### config.mk
export PLATFORM = sky130hd
export DESIGN_NAME = escaped_frame_receiver
export DESIGN_NICKNAME = d
export VERILOG_FILES = /design/src/rtl/efr_pkg.sv /design/src/rtl/efr_ram.sv /design/src/rtl/efr_csr.sv /design/src/rtl/efr_front.sv /design/src/rtl/efr_back.sv /design/src/rtl/escaped_frame_receiver.sv
export SDC_FILE = /design/constraint.sdc
export NUM_CORES = 2
export LEC_CHECK = 0
export BUFFER_PORTS_ARGS = -buffer_cell sky130_fd_sc_hd__buf_2
export CELL_PAD_IN_SITES_DETAIL_PLACEMENT = 1
export CELL_PAD_IN_SITES_GLOBAL_PLACEMENT = 2
export CORE_ASPECT_RATIO = 1.2
export CORE_MARGIN = 3
export CORE_UTILIZATION = 53
export CTS_CLUSTER_DIAMETER = 120
export DETAILED_ROUTE_END_ITERATION = 8
export PLACE_DENSITY_LB_ADDON = 0.1
export RECOVER_POWER = 50
export SLEW_MARGIN = 25
export SYNTH_ARGS = -nofsm -noshare
export SYNTH_HDL_FRONTEND = slang
export SYNTH_HIERARCHICAL = 1
export SYNTH_SLANG_ARGS = --single-unit
export TNS_END_PERCENT = 30
### constraint.sdc
create_clock -name clock -period 6.9 [get_ports clock]
set_input_delay 1.38 -clock clock [delete_from_list [all_inputs] [get_ports clock]]
set_output_delay 1.38 -clock clock [all_outputs]
set_load 0.01 [all_outputs]
### src/rtl/efr_pkg.sv
// shared types and constants of the escaped frame receiver
// no dependencies; imported by every module of the block except efr_ram
`timescale 1ns / 1ps

package efr_pkg;

   // payload buffer geometry
   localparam int PAYLOAD_DEPTH = 128;
   localparam int PAYLOAD_AW    = $clog2(PAYLOAD_DEPTH);

   // field widths
   localparam int BYTE_W  = 8;
   localparam int COUNT_W = 8;
   localparam int FUNC_W  = 2;
   localparam int RUN_W   = 4;
   localparam int CSR_AW  = 5;
   localparam int CSR_DW  = 32;

   // request queue between front and back
   localparam int QUEUE_DEPTH = 2;
   localparam int QUEUE_AW    = $clog2(QUEUE_DEPTH);
   localparam int QUEUE_CW    = $clog2(QUEUE_DEPTH + 1);

   // request function codes
   localparam logic [FUNC_W-1:0] FUNC_BYTE    = 2'd0;
   localparam logic [FUNC_W-1:0] FUNC_RELEASE = 2'd1;
   localparam logic [FUNC_W-1:0] FUNC_READ    = 2'd2;

   // register map, index = byte address / 4
   typedef enum logic [2:0] {
      CSR_BEGIN_MARKER   = 3'd0,
      CSR_END_MARKER     = 3'd1,
      CSR_ESCAPE_MARKER  = 3'd2,
      CSR_ESCAPED_BEGIN  = 3'd3,
      CSR_ESCAPED_END    = 3'd4,
      CSR_ESCAPED_ESCAPE = 3'd5,
      CSR_SHORT_LIMIT    = 3'd6,
      CSR_CONFIRM_FRAMES = 3'd7
   } csr_index_type;

   // frame status as seen on the response
   typedef enum logic [1:0] {
      FRAME_IDLE = 2'd0,
      FRAME_RECV = 2'd1,
      FRAME_DONE = 2'd2
   } frame_state_type;

   // classified request kinds
   typedef enum logic [2:0] {
      OP_NOP,
      OP_BEGIN,
      OP_END,
      OP_ESCAPE,
      OP_DATA,
      OP_RELEASE,
      OP_READ
   } op_kind_type;

   // one classified request as it sits in the queue
   typedef struct packed {
      op_kind_type             kind;
      logic [BYTE_W-1:0]       raw;
      logic [BYTE_W-1:0]       mapped;
      logic                    esc_ok;
      logic [PAYLOAD_AW-1:0]   index;
   } op_type;

   // marker settings used by the classifier
   typedef struct packed {
      logic [BYTE_W-1:0] begin_marker;
      logic [BYTE_W-1:0] end_marker;
      logic [BYTE_W-1:0] escape_marker;
      logic [BYTE_W-1:0] escaped_begin;
      logic [BYTE_W-1:0] escaped_end;
      logic [BYTE_W-1:0] escaped_escape;
   } marker_cfg_type;

   // length learning settings used by the back end
   typedef struct packed {
      logic [BYTE_W-1:0] short_limit;
      logic [RUN_W-1:0]  confirm_frames;
   } learn_cfg_type;

endpackage

### src/rtl/efr_ram.sv
// generic simple dual port ram with registered read
// no dependencies
`timescale 1ns / 1ps

module efr_ram #(
   parameter int WIDTH = 8,
   parameter int DEPTH = 128
) (
   input  logic                     clock,
   input  logic                     wr_en,
   input  logic [$clog2(DEPTH)-1:0] wr_addr,
   input  logic [WIDTH-1:0]         wr_data,
   input  logic                     rd_en,
   input  logic [$clog2(DEPTH)-1:0] rd_addr,
   output logic [WIDTH-1:0]         rd_data
);

   logic [WIDTH-1:0] mem_ff [DEPTH];
   logic [WIDTH-1:0] rd_data_ff;

   // write port
   always_ff @(posedge clock) begin
      if (wr_en) begin
         mem_ff[wr_addr] <= wr_data;
      end
   end

   // registered read, holds while not enabled
   always_ff @(posedge clock) begin
      if (rd_en) begin
         rd_data_ff <= mem_ff[rd_addr];
      end
   end

   assign rd_data = rd_data_ff;

endmodule

### src/rtl/efr_csr.sv
// configuration registers of the escaped frame receiver, apb style access
// depends on efr_pkg
`timescale 1ns / 1ps

module efr_csr
   import efr_pkg::*;
(
   input  logic                clock,
   input  logic                reset,
   input  logic                csr_psel,
   input  logic                csr_penable,
   input  logic                csr_pwrite,
   input  logic [CSR_AW-1:0]   csr_paddr,
   input  logic [CSR_DW-1:0]   csr_pwdata,
   output logic [CSR_DW-1:0]   csr_prdata,
   output logic                csr_pready,
   output marker_cfg_type      marker_cfg,
   output learn_cfg_type       learn_cfg
);

   marker_cfg_type marker_ff, marker_in;
   learn_cfg_type  learn_ff, learn_in;
   csr_index_type  csr_index;
   logic           wr_hit;
   logic [BYTE_W-1:0] wr_byte;

   assign csr_pready = 1'b1;
   assign csr_index  = csr_index_type'(csr_paddr[CSR_AW-1:2]);
   assign wr_hit     = csr_psel && csr_penable && csr_pwrite && csr_pready;
   assign wr_byte    = csr_pwdata[BYTE_W-1:0];

   // register write decode
   always_comb begin
      marker_in = marker_ff;
      learn_in  = learn_ff;
      if (wr_hit) begin
         unique case (csr_index)
            CSR_BEGIN_MARKER:   marker_in.begin_marker   = wr_byte;
            CSR_END_MARKER:     marker_in.end_marker     = wr_byte;
            CSR_ESCAPE_MARKER:  marker_in.escape_marker  = wr_byte;
            CSR_ESCAPED_BEGIN:  marker_in.escaped_begin  = wr_byte;
            CSR_ESCAPED_END:    marker_in.escaped_end    = wr_byte;
            CSR_ESCAPED_ESCAPE: marker_in.escaped_escape = wr_byte;
            CSR_SHORT_LIMIT:    learn_in.short_limit     = wr_byte;
            CSR_CONFIRM_FRAMES: learn_in.confirm_frames  = csr_pwdata[RUN_W-1:0];
            default:            marker_in = marker_ff;
         endcase
      end
   end

   // register storage with reset values
   always_ff @(posedge clock) begin
      if (reset) begin
         marker_ff.begin_marker   <= 8'd64;
         marker_ff.end_marker     <= 8'd13;
         marker_ff.escape_marker  <= 8'd10;
         marker_ff.escaped_begin  <= 8'd130;
         marker_ff.escaped_end    <= 8'd131;
         marker_ff.escaped_escape <= 8'd132;
         learn_ff.short_limit     <= 8'd74;
         learn_ff.confirm_frames  <= 4'd4;
      end else begin
         marker_ff <= marker_in;
         learn_ff  <= learn_in;
      end
   end

   // read mux
   always_comb begin
      unique case (csr_index)
         CSR_BEGIN_MARKER:   csr_prdata = CSR_DW'(marker_ff.begin_marker);
         CSR_END_MARKER:     csr_prdata = CSR_DW'(marker_ff.end_marker);
         CSR_ESCAPE_MARKER:  csr_prdata = CSR_DW'(marker_ff.escape_marker);
         CSR_ESCAPED_BEGIN:  csr_prdata = CSR_DW'(marker_ff.escaped_begin);
         CSR_ESCAPED_END:    csr_prdata = CSR_DW'(marker_ff.escaped_end);
         CSR_ESCAPED_ESCAPE: csr_prdata = CSR_DW'(marker_ff.escaped_escape);
         CSR_SHORT_LIMIT:    csr_prdata = CSR_DW'(learn_ff.short_limit);
         CSR_CONFIRM_FRAMES: csr_prdata = CSR_DW'(learn_ff.confirm_frames);
         default:            csr_prdata = '0;
      endcase
   end

   assign marker_cfg = marker_ff;
   assign learn_cfg  = learn_ff;

endmodule

### src/rtl/efr_front.sv
// front end: accepts requests, classifies bytes against the markers, queues them
// depends on efr_pkg
`timescale 1ns / 1ps

module efr_front
   import efr_pkg::*;
(
   input  logic                    clock,
   input  logic                    reset,
   input  logic                    req_valid,
   output logic                    req_stall,
   input  logic [FUNC_W-1:0]       req_func,
   input  logic [BYTE_W-1:0]       req_rx_byte,
   input  logic [PAYLOAD_AW-1:0]   req_read_index,
   input  marker_cfg_type          marker_cfg,
   output logic                    q_valid,
   output op_type                  q_head,
   input  logic                    q_pop
);

   op_type                queue_ff [QUEUE_DEPTH];
   logic [QUEUE_AW-1:0]   wr_ptr_ff, wr_ptr_in;
   logic [QUEUE_AW-1:0]   rd_ptr_ff, rd_ptr_in;
   logic [QUEUE_CW-1:0]   count_ff, count_in;
   op_type                op;
   logic                  push;
   logic                  pop;

   // classify: begin, then end, then escape, else payload; release and read by function code
   always_comb begin
      op.raw    = req_rx_byte;
      op.index  = req_read_index;
      op.mapped = req_rx_byte;
      op.esc_ok = 1'b1;
      if (req_rx_byte == marker_cfg.escaped_begin) begin
         op.mapped = marker_cfg.begin_marker;
      end else if (req_rx_byte == marker_cfg.escaped_end) begin
         op.mapped = marker_cfg.end_marker;
      end else if (req_rx_byte == marker_cfg.escaped_escape) begin
         op.mapped = marker_cfg.escape_marker;
      end else begin
         op.esc_ok = 1'b0;
      end
      unique case (req_func)
         FUNC_BYTE: begin
            if (req_rx_byte == marker_cfg.begin_marker) begin
               op.kind = OP_BEGIN;
            end else if (req_rx_byte == marker_cfg.end_marker) begin
               op.kind = OP_END;
            end else if (req_rx_byte == marker_cfg.escape_marker) begin
               op.kind = OP_ESCAPE;
            end else begin
               op.kind = OP_DATA;
            end
         end
         FUNC_RELEASE: op.kind = OP_RELEASE;
         FUNC_READ:    op.kind = OP_READ;
         default:      op.kind = OP_NOP;
      endcase
   end

   // queue handshake
   assign req_stall = (count_ff == QUEUE_CW'(QUEUE_DEPTH));
   assign push      = req_valid && !req_stall;
   assign q_valid   = (count_ff != '0);
   assign pop       = q_pop && q_valid;
   assign q_head    = queue_ff[rd_ptr_ff];

   // pointer and count update
   always_comb begin
      wr_ptr_in = push ? wr_ptr_ff + 1'b1 : wr_ptr_ff;
      rd_ptr_in = pop ? rd_ptr_ff + 1'b1 : rd_ptr_ff;
      count_in  = count_ff;
      if (push && !pop) begin
         count_in = count_ff + 1'b1;
      end else if (pop && !push) begin
         count_in = count_ff - 1'b1;
      end
   end

   always_ff @(posedge clock) begin
      if (reset) begin
         wr_ptr_ff <= '0;
         rd_ptr_ff <= '0;
         count_ff  <= '0;
      end else begin
         wr_ptr_ff <= wr_ptr_in;
         rd_ptr_ff <= rd_ptr_in;
         count_ff  <= count_in;
      end
   end

   // queue entries
   always_ff @(posedge clock) begin
      if (push) begin
         queue_ff[wr_ptr_ff] <= op;
      end
   end

endmodule

### src/rtl/efr_back.sv
// back end: frame state, length learning, payload buffer and response register
// depends on efr_pkg and efr_ram
`timescale 1ns / 1ps

module efr_back
   import efr_pkg::*;
(
   input  logic                    clock,
   input  logic                    reset,
   input  learn_cfg_type           learn_cfg,
   input  logic                    q_valid,
   input  op_type                  q_head,
   output logic                    q_pop,
   output logic                    rsp_valid,
   input  logic                    rsp_stall,
   output logic [1:0]              rsp_frame_status,
   output logic [COUNT_W-1:0]      rsp_fill_count,
   output logic [COUNT_W-1:0]      rsp_learned_length,
   output logic                    rsp_short_frame,
   output logic [BYTE_W-1:0]       rsp_read_data
);

   frame_state_type      frame_ff, frame_in;
   logic [COUNT_W-1:0]   wpos_ff, wpos_in;
   logic                 esc_ff, esc_in;
   logic [COUNT_W-1:0]   exp_ff, exp_in;
   logic [RUN_W-1:0]     run_ff, run_in;
   logic                 short_ff, short_in;

   logic                 rsp_valid_ff, rsp_valid_in;
   frame_state_type      rsp_status_ff;
   logic [COUNT_W-1:0]   rsp_fill_ff;
   logic [COUNT_W-1:0]   rsp_learned_ff;
   logic                 rsp_short_ff;
   logic                 rd_sel_ff;

   logic                 take;
   logic                 busy;
   logic                 run_open;
   logic                 len_eq;
   logic                 esc_abort;
   logic                 overflow;
   logic [BYTE_W-1:0]    store_byte;
   logic                 wr_en;
   logic                 rd_en;
   logic [BYTE_W-1:0]    ram_rd_data;

   // shared decode of the queue head
   assign take       = q_valid && (!rsp_valid_ff || !rsp_stall);
   assign q_pop      = take;
   assign busy       = (frame_ff == FRAME_DONE);
   assign run_open   = (run_ff < learn_cfg.confirm_frames);
   assign len_eq     = (wpos_ff == exp_ff);
   assign esc_abort  = esc_ff && !q_head.esc_ok;
   assign overflow   = (wpos_ff >= COUNT_W'(PAYLOAD_DEPTH));
   assign store_byte = esc_ff ? q_head.mapped : q_head.raw;

   // frame state next value
   always_comb begin
      frame_in = frame_ff;
      if (take) begin
         unique case (q_head.kind)
            OP_BEGIN: begin
               if (!busy) frame_in = FRAME_RECV;
            end
            OP_END: begin
               if (!busy) begin
                  if (run_open) frame_in = FRAME_IDLE;
                  else if (len_eq) frame_in = FRAME_DONE;
               end
            end
            OP_DATA: begin
               if (!busy && (esc_abort || overflow)) frame_in = FRAME_IDLE;
            end
            OP_RELEASE: begin
               if (busy) frame_in = FRAME_IDLE;
            end
            default: frame_in = frame_ff;
         endcase
      end
   end

   // counters, learning and buffer access
   always_comb begin
      wpos_in  = wpos_ff;
      esc_in   = esc_ff;
      exp_in   = exp_ff;
      run_in   = run_ff;
      short_in = short_ff;
      wr_en    = 1'b0;
      rd_en    = 1'b0;
      if (take) begin
         unique case (q_head.kind)
            OP_BEGIN: begin
               if (!busy) begin
                  wpos_in = '0;
                  esc_in  = 1'b0;
               end
            end
            OP_END: begin
               if (!busy && run_open) begin
                  if (len_eq) begin
                     run_in = run_ff + 1'b1;
                     if (exp_ff < learn_cfg.short_limit) short_in = 1'b1;
                  end else begin
                     run_in = '0;
                     exp_in = wpos_ff;
                  end
               end
            end
            OP_ESCAPE: begin
               if (!busy) esc_in = 1'b1;
            end
            OP_DATA: begin
               if (!busy) begin
                  esc_in = 1'b0;
                  if (!esc_abort && !overflow) begin
                     wr_en   = 1'b1;
                     wpos_in = wpos_ff + 1'b1;
                  end
               end
            end
            OP_READ: rd_en = 1'b1;
            default: rd_en = 1'b0;
         endcase
      end
   end

   // control state
   always_ff @(posedge clock) begin
      if (reset) begin
         frame_ff     <= FRAME_IDLE;
         wpos_ff      <= '0;
         esc_ff       <= 1'b0;
         exp_ff       <= COUNT_W'(PAYLOAD_DEPTH);
         run_ff       <= '0;
         short_ff     <= 1'b0;
         rsp_valid_ff <= 1'b0;
      end else begin
         frame_ff     <= frame_in;
         wpos_ff      <= wpos_in;
         esc_ff       <= esc_in;
         exp_ff       <= exp_in;
         run_ff       <= run_in;
         short_ff     <= short_in;
         rsp_valid_ff <= rsp_valid_in;
      end
   end

   // response register, loaded with the updated state
   assign rsp_valid_in = take || (rsp_valid_ff && rsp_stall);

   always_ff @(posedge clock) begin
      if (take) begin
         rsp_status_ff  <= frame_in;
         rsp_fill_ff    <= wpos_in;
         rsp_learned_ff <= exp_in;
         rsp_short_ff   <= short_in;
         rd_sel_ff      <= (q_head.kind == OP_READ);
      end
   end

   // payload buffer
   efr_ram #(
      .WIDTH (BYTE_W),
      .DEPTH (PAYLOAD_DEPTH)
   ) u_efr_ram (
      .clock   (clock),
      .wr_en   (wr_en),
      .wr_addr (wpos_ff[PAYLOAD_AW-1:0]),
      .wr_data (store_byte),
      .rd_en   (rd_en),
      .rd_addr (q_head.index),
      .rd_data (ram_rd_data)
   );

   assign rsp_valid          = rsp_valid_ff;
   assign rsp_frame_status   = rsp_status_ff;
   assign rsp_fill_count     = rsp_fill_ff;
   assign rsp_learned_length = rsp_learned_ff;
   assign rsp_short_frame    = rsp_short_ff;
   assign rsp_read_data      = rd_sel_ff ? ram_rd_data : '0;

endmodule

### src/rtl/escaped_frame_receiver.sv
// path: an accepted request goes into the front queue, then the back end loads the response register
// throughput: one request per cycle unless stalled; the front queue takes requests while the
// response register waits, the back end handles one queued request per cycle while not stalled
// reset: synchronous, clears frame state, learning counters, queue, registers
// to their defaults; the payload buffer is not cleared and holds old data
`timescale 1ns / 1ps

module escaped_frame_receiver
   import efr_pkg::*;
(
   input  logic                    clock,
   input  logic                    reset,
   input  logic                    req_valid,
   output logic                    req_stall,
   input  logic [FUNC_W-1:0]       req_func,
   input  logic [BYTE_W-1:0]       req_rx_byte,
   input  logic [PAYLOAD_AW-1:0]   req_read_index,
   output logic                    rsp_valid,
   input  logic                    rsp_stall,
   output logic [1:0]              rsp_frame_status,
   output logic [COUNT_W-1:0]      rsp_fill_count,
   output logic [COUNT_W-1:0]      rsp_learned_length,
   output logic                    rsp_short_frame,
   output logic [BYTE_W-1:0]       rsp_read_data,
   input  logic                    csr_psel,
   input  logic                    csr_penable,
   input  logic                    csr_pwrite,
   input  logic [CSR_AW-1:0]       csr_paddr,
   input  logic [CSR_DW-1:0]       csr_pwdata,
   output logic [CSR_DW-1:0]       csr_prdata,
   output logic                    csr_pready
);

   marker_cfg_type marker_cfg;
   learn_cfg_type  learn_cfg;
   logic           q_valid;
   op_type         q_head;
   logic           q_pop;

   // configuration registers
   efr_csr u_efr_csr (
      .clock       (clock),
      .reset       (reset),
      .csr_psel    (csr_psel),
      .csr_penable (csr_penable),
      .csr_pwrite  (csr_pwrite),
      .csr_paddr   (csr_paddr),
      .csr_pwdata  (csr_pwdata),
      .csr_prdata  (csr_prdata),
      .csr_pready  (csr_pready),
      .marker_cfg  (marker_cfg),
      .learn_cfg   (learn_cfg)
   );

   // request intake and classification
   efr_front u_efr_front (
      .clock          (clock),
      .reset          (reset),
      .req_valid      (req_valid),
      .req_stall      (req_stall),
      .req_func       (req_func),
      .req_rx_byte    (req_rx_byte),
      .req_read_index (req_read_index),
      .marker_cfg     (marker_cfg),
      .q_valid        (q_valid),
      .q_head         (q_head),
      .q_pop          (q_pop)
   );

   // frame handling and responses
   efr_back u_efr_back (
      .clock              (clock),
      .reset              (reset),
      .learn_cfg          (learn_cfg),
      .q_valid            (q_valid),
      .q_head             (q_head),
      .q_pop              (q_pop),
      .rsp_valid          (rsp_valid),
      .rsp_stall          (rsp_stall),
      .rsp_frame_status   (rsp_frame_status),
      .rsp_fill_count     (rsp_fill_count),
      .rsp_learned_length (rsp_learned_length),
      .rsp_short_frame    (rsp_short_frame),
      .rsp_read_data      (rsp_read_data)
   );

endmodule

==> impl_metrics.py <==
metrics = {
    "yosys": {
        "synth_ff_type": "edfxtp_1",
        "synthAdderAreaFrac": 0.00412,
        "avgSynthCellArea_um2": 19.8,
        "synthXorXnorAreaFrac": 0.0115,
        "mappedNetlistArea_um2": 48600,
        "synth_simple_gate_area_share": 0.0427,
        "yosysWarnings": 6,
        "synth_compound_gate_area_share": 0.0172,
        "synth_mux_area_frac": 0.183,
        "synth-edff-count": 1106,
        "synthCells": 2458,
        "synth_top_family_by_area": "multiplexers",
        "ys_seq_area_frac": 0.720,
        "synth-seq-cells": 1196,
        "synth_cell_types": 77,
        "synthArstFlopShare": 0,
    },
    "detailed_routing": {
        "first_pass_iters": 7,
        "drcViolationCount": 0,
        "drt_wl_total_um": 118000,
        "antenna_left": 0,
        "num_vias": 23942,
        "vias_per_cell": 6.29,
        "drt_iter0_markers": 2211,
        "wl_per_cell_um": 30.9,
    },
    "clock_network": {
        "cts_buffers": 113,
        "cts_max_level": 3,
        "hold_buffers": 0,
        "cts.repair.resized": 0,
        "postCtsSetupBuffers": 0,
        "cts.sinks": 1196,
        "cts_root_buffer": "clkbuf_16",
        "clkLatencyLatePin_ns": 0.69,
        "cts.clk_slew.worst_paths_ns": 0.06,
        "cts_tree": "built",
        "clk_path_buf_depth": 3,
    },
    "global_routing": {
        "grt_pass1_wl_um": 174000,
        "grt.overflow.total": 0,
        "grt_max_degree": 111,
        "track_usage": 0.253,
        "antenna_found_initial": 1,
        "grt_pass1_vias": 25274,
    },
    "critical_path": {
        "path_depth": 10,
        "slowest_delay_ns": 0.78,
        "slowest_stage": "clkinvlp_2",
        "crit_family": "simple AND/OR/NAND/NOR gates",
        "cp_max_fo": 26,
        "reg2reg_depth": 10,
        "required_ns": 7.21,
        "cp.arrival_ns": 5.68,
        "cpMostUsedCell": "clkbuf_1",
        "criticalPathCategory": "input pin to flip-flop",
        "startpoint_type": "input pin",
        "cp.buffers_inverters": 4,
        "path_cells": "clkbuf_1 -> a21bo_1 -> clkinvlp_2 -> nand2_1 -> nor3_1 -> clkbuf_1 -> nor2b_1 -> nand3_1 -> buf_4 -> nor2_1",
        "cp-end-kind": "flip-flop",
    },
    "finish": {
        "multi_input_area_um2": 12700,
        "most-common-layout-cells": "edfxtp_1, mux4_2, nor2_1, clkbuf_16, dfxtp_1",
        "n_fill_cell": 7775,
        "layout-drive-gt1-share": 0.234,
        "layout_commonest_cell": "edfxtp_1",
        "nets": 2621,
        "final_util": 0.588,
        "stdcell_area_um2": 53400,
        "regArea_um2": 35000,
        "diodes": 0,
        "syn_to_final_growth_pct": 9.89,
    },
    "sta": {
        "worst_pin_slew_ns": 3.01,
        "rsz0062_at_grt": "no",
        "finClkSkew_ns": 0.0288,
        "whs_ns": 0.505,
        "hold_violations": 0,
        "setup_violations": 0,
        "relSlewSlack": -1.01,
        "min_period_over_period": 0.778,
        "finalMaxSlewViolations": 1129,
        "layout_min_cycle_time_ns": 5.37,
        "timing.final.ws_setup_ns": 1.53,
        "finalSetupTns_ns": 0,
        "max_freq_mhz": 186,
    },
    "floorplan": {
        "die_w_um": 282,
        "rows": 121,
        "start_util": 0.535,
        "dieArea_um2": 95400,
        "core_um2": 90800,
        "io_pins": 123,
        "die_y_um": 338,
    },
    "status": {
        "violations": "capacitance limit, slew limit",
        "status": "complete, but fails checks",
    },
    "pwr": {
        "p_leak_uw": 0.0171,
        "powerDensity_nw_per_um2": 374,
        "vdd_drop_max_uv": 306,
    },
    "place": {
        "dp_hpwl_um": 73800,
        "gp_congestion": 0.810,
        "pre_cts_ws_ns": 1.97,
        "placed_cell_area_um2": 50000,
        "port_buffers": 71,
    },
    "flow_run": {
        "maxCapViolCount": 18,
    },
    "worst_hold_path": {
        "hold_depth": 1,
        "worstHoldPathType": "flip-flop to flip-flop",
    },
}
==> worst reg2reg max path: cells and delay by family, from the launching register on <==
kind / cells / cell delay [ns]
flops: 1 / 0.40
mux: 1 / 0.33
buf+inv: 3 / 2.06
simple gates: 6 / 2.17
==> final cells by class <==
class / instances / share of cell area
Tap cell: 1168 / 0.0274
Clock buffer: 153 / 0.0573
Inverter: 27 / 0.00192
Multi-Input combinational cell: 1095 / 0.237
Clock inverter: 59 / 0.00860
Sequential cell: 1196 / 0.656
Timing Repair Buffer: 111 / 0.0121
==> cells in the mapped netlist (14+ instances only) <==
| cell type | n | area, um^2 |
|---|---|---|
| clkbuf_1 | 62 | 233 |
| ha_1 | 16 | 200 |
| o21ai_0 | 16 | 80.1 |
| mux2_2 | 45 | 507 |
| buf_1 | 20 | 75.1 |
| mux4_2 | 336 | 7570 |
| edfxtp_1 | 1106 | 33200 |
| mux2i_1 | 72 | 721 |
| nand3_1 | 31 | 155 |
| nor2b_1 | 20 | 125 |
| nor2_1 | 172 | 646 |
| xor2_1 | 37 | 324 |
| dfxtp_1 | 90 | 1800 |
| xnor2_1 | 21 | 184 |
| inv_1 | 26 | 97.6 |
| buf_4 | 39 | 293 |
| buf_2 | 26 | 130 |
| nand2b_1 | 46 | 288 |
| and2_1 | 14 | 87.6 |
| a21oi_1 | 34 | 170 |
| nor3_1 | 15 | 75.1 |
| nand2_1 | 49 | 184 |
==> stage by stage <==
| stage | total power (uW) | std cells |
|---|---|---|
| 2_1_floorplan | 12400 | 2481 |
| 4_1_cts | 20200 | 3809 |
| 3_5_place_dp | 14300 | 3597 |
| 3_3_place_gp | 14100 | 3597 |
| 5_1_grt | 20700 | 3809 |
| 6_report | 20000 | 3809 |
==> logic make-up after synthesis <==
| kind of cell | Yosys count |
|---|---|
| mux | 461 |
| other cells | 2 |
| xor+xnor | 61 |
| simple gates | 411 |
| buf+inv | 190 |
| flops | 1196 |
| compound gates | 121 |
| fa+ha+maj | 16 |
==> path summary, 6_finish.rpt <==
check	slack, ns	startpoint	to
setup / recovery	1.53	rsp_stall	u_efr_back/u_efr_ram/mem_ff[6][5]
hold / removal	0.51	u_efr_back/short_ff	u_efr_back/rsp_short_frame
setup reg to reg	1.56	flip-flop	u_efr_back/u_efr_ram/mem_ff[6][5]
hold reg to reg	0.51	u_efr_back/short_ff	u_efr_back/rsp_short_frame
==> metal layers <==
metal	routed length [um]	track usage
met5	0	0
met4	2780	0.0649
met3	6910	0.0328
met2	61400	0.435
met1	46800	0.345
==> registers in the layout, indices dropped and copies added, names as in the netlist, 2 cells and up, named ones only <==
signal                         flops
u_efr_back/u_efr_ram/mem_ff     1024
u_efr_front/queue_ff              54
u_efr_back/exp_ff                  8
u_efr_back/wpos_ff                 8
u_efr_front/count_ff               2
u_efr_back/rsp_frame_status        2
u_efr_back/u_efr_ram/rd_data       8
u_efr_back/run_ff                  4
u_efr_back/rsp_learned_length      8
u_efr_back/frame_ff                2
u_efr_back/rsp_fill_count          8
u_efr_csr/marker_cfg              48
u_efr_csr/learn_cfg               12
==> power breakdown <==
| group | total (uW) | internal, uW | switching, uW |
|---|---|---|---|
| combinational | 4910 | 1870 | 3030 |
| clock | 5910 | 3290 | 2620 |
| sequential | 9140 | 9070 | 64.7 |
Power figures use the tool's default switching activity.
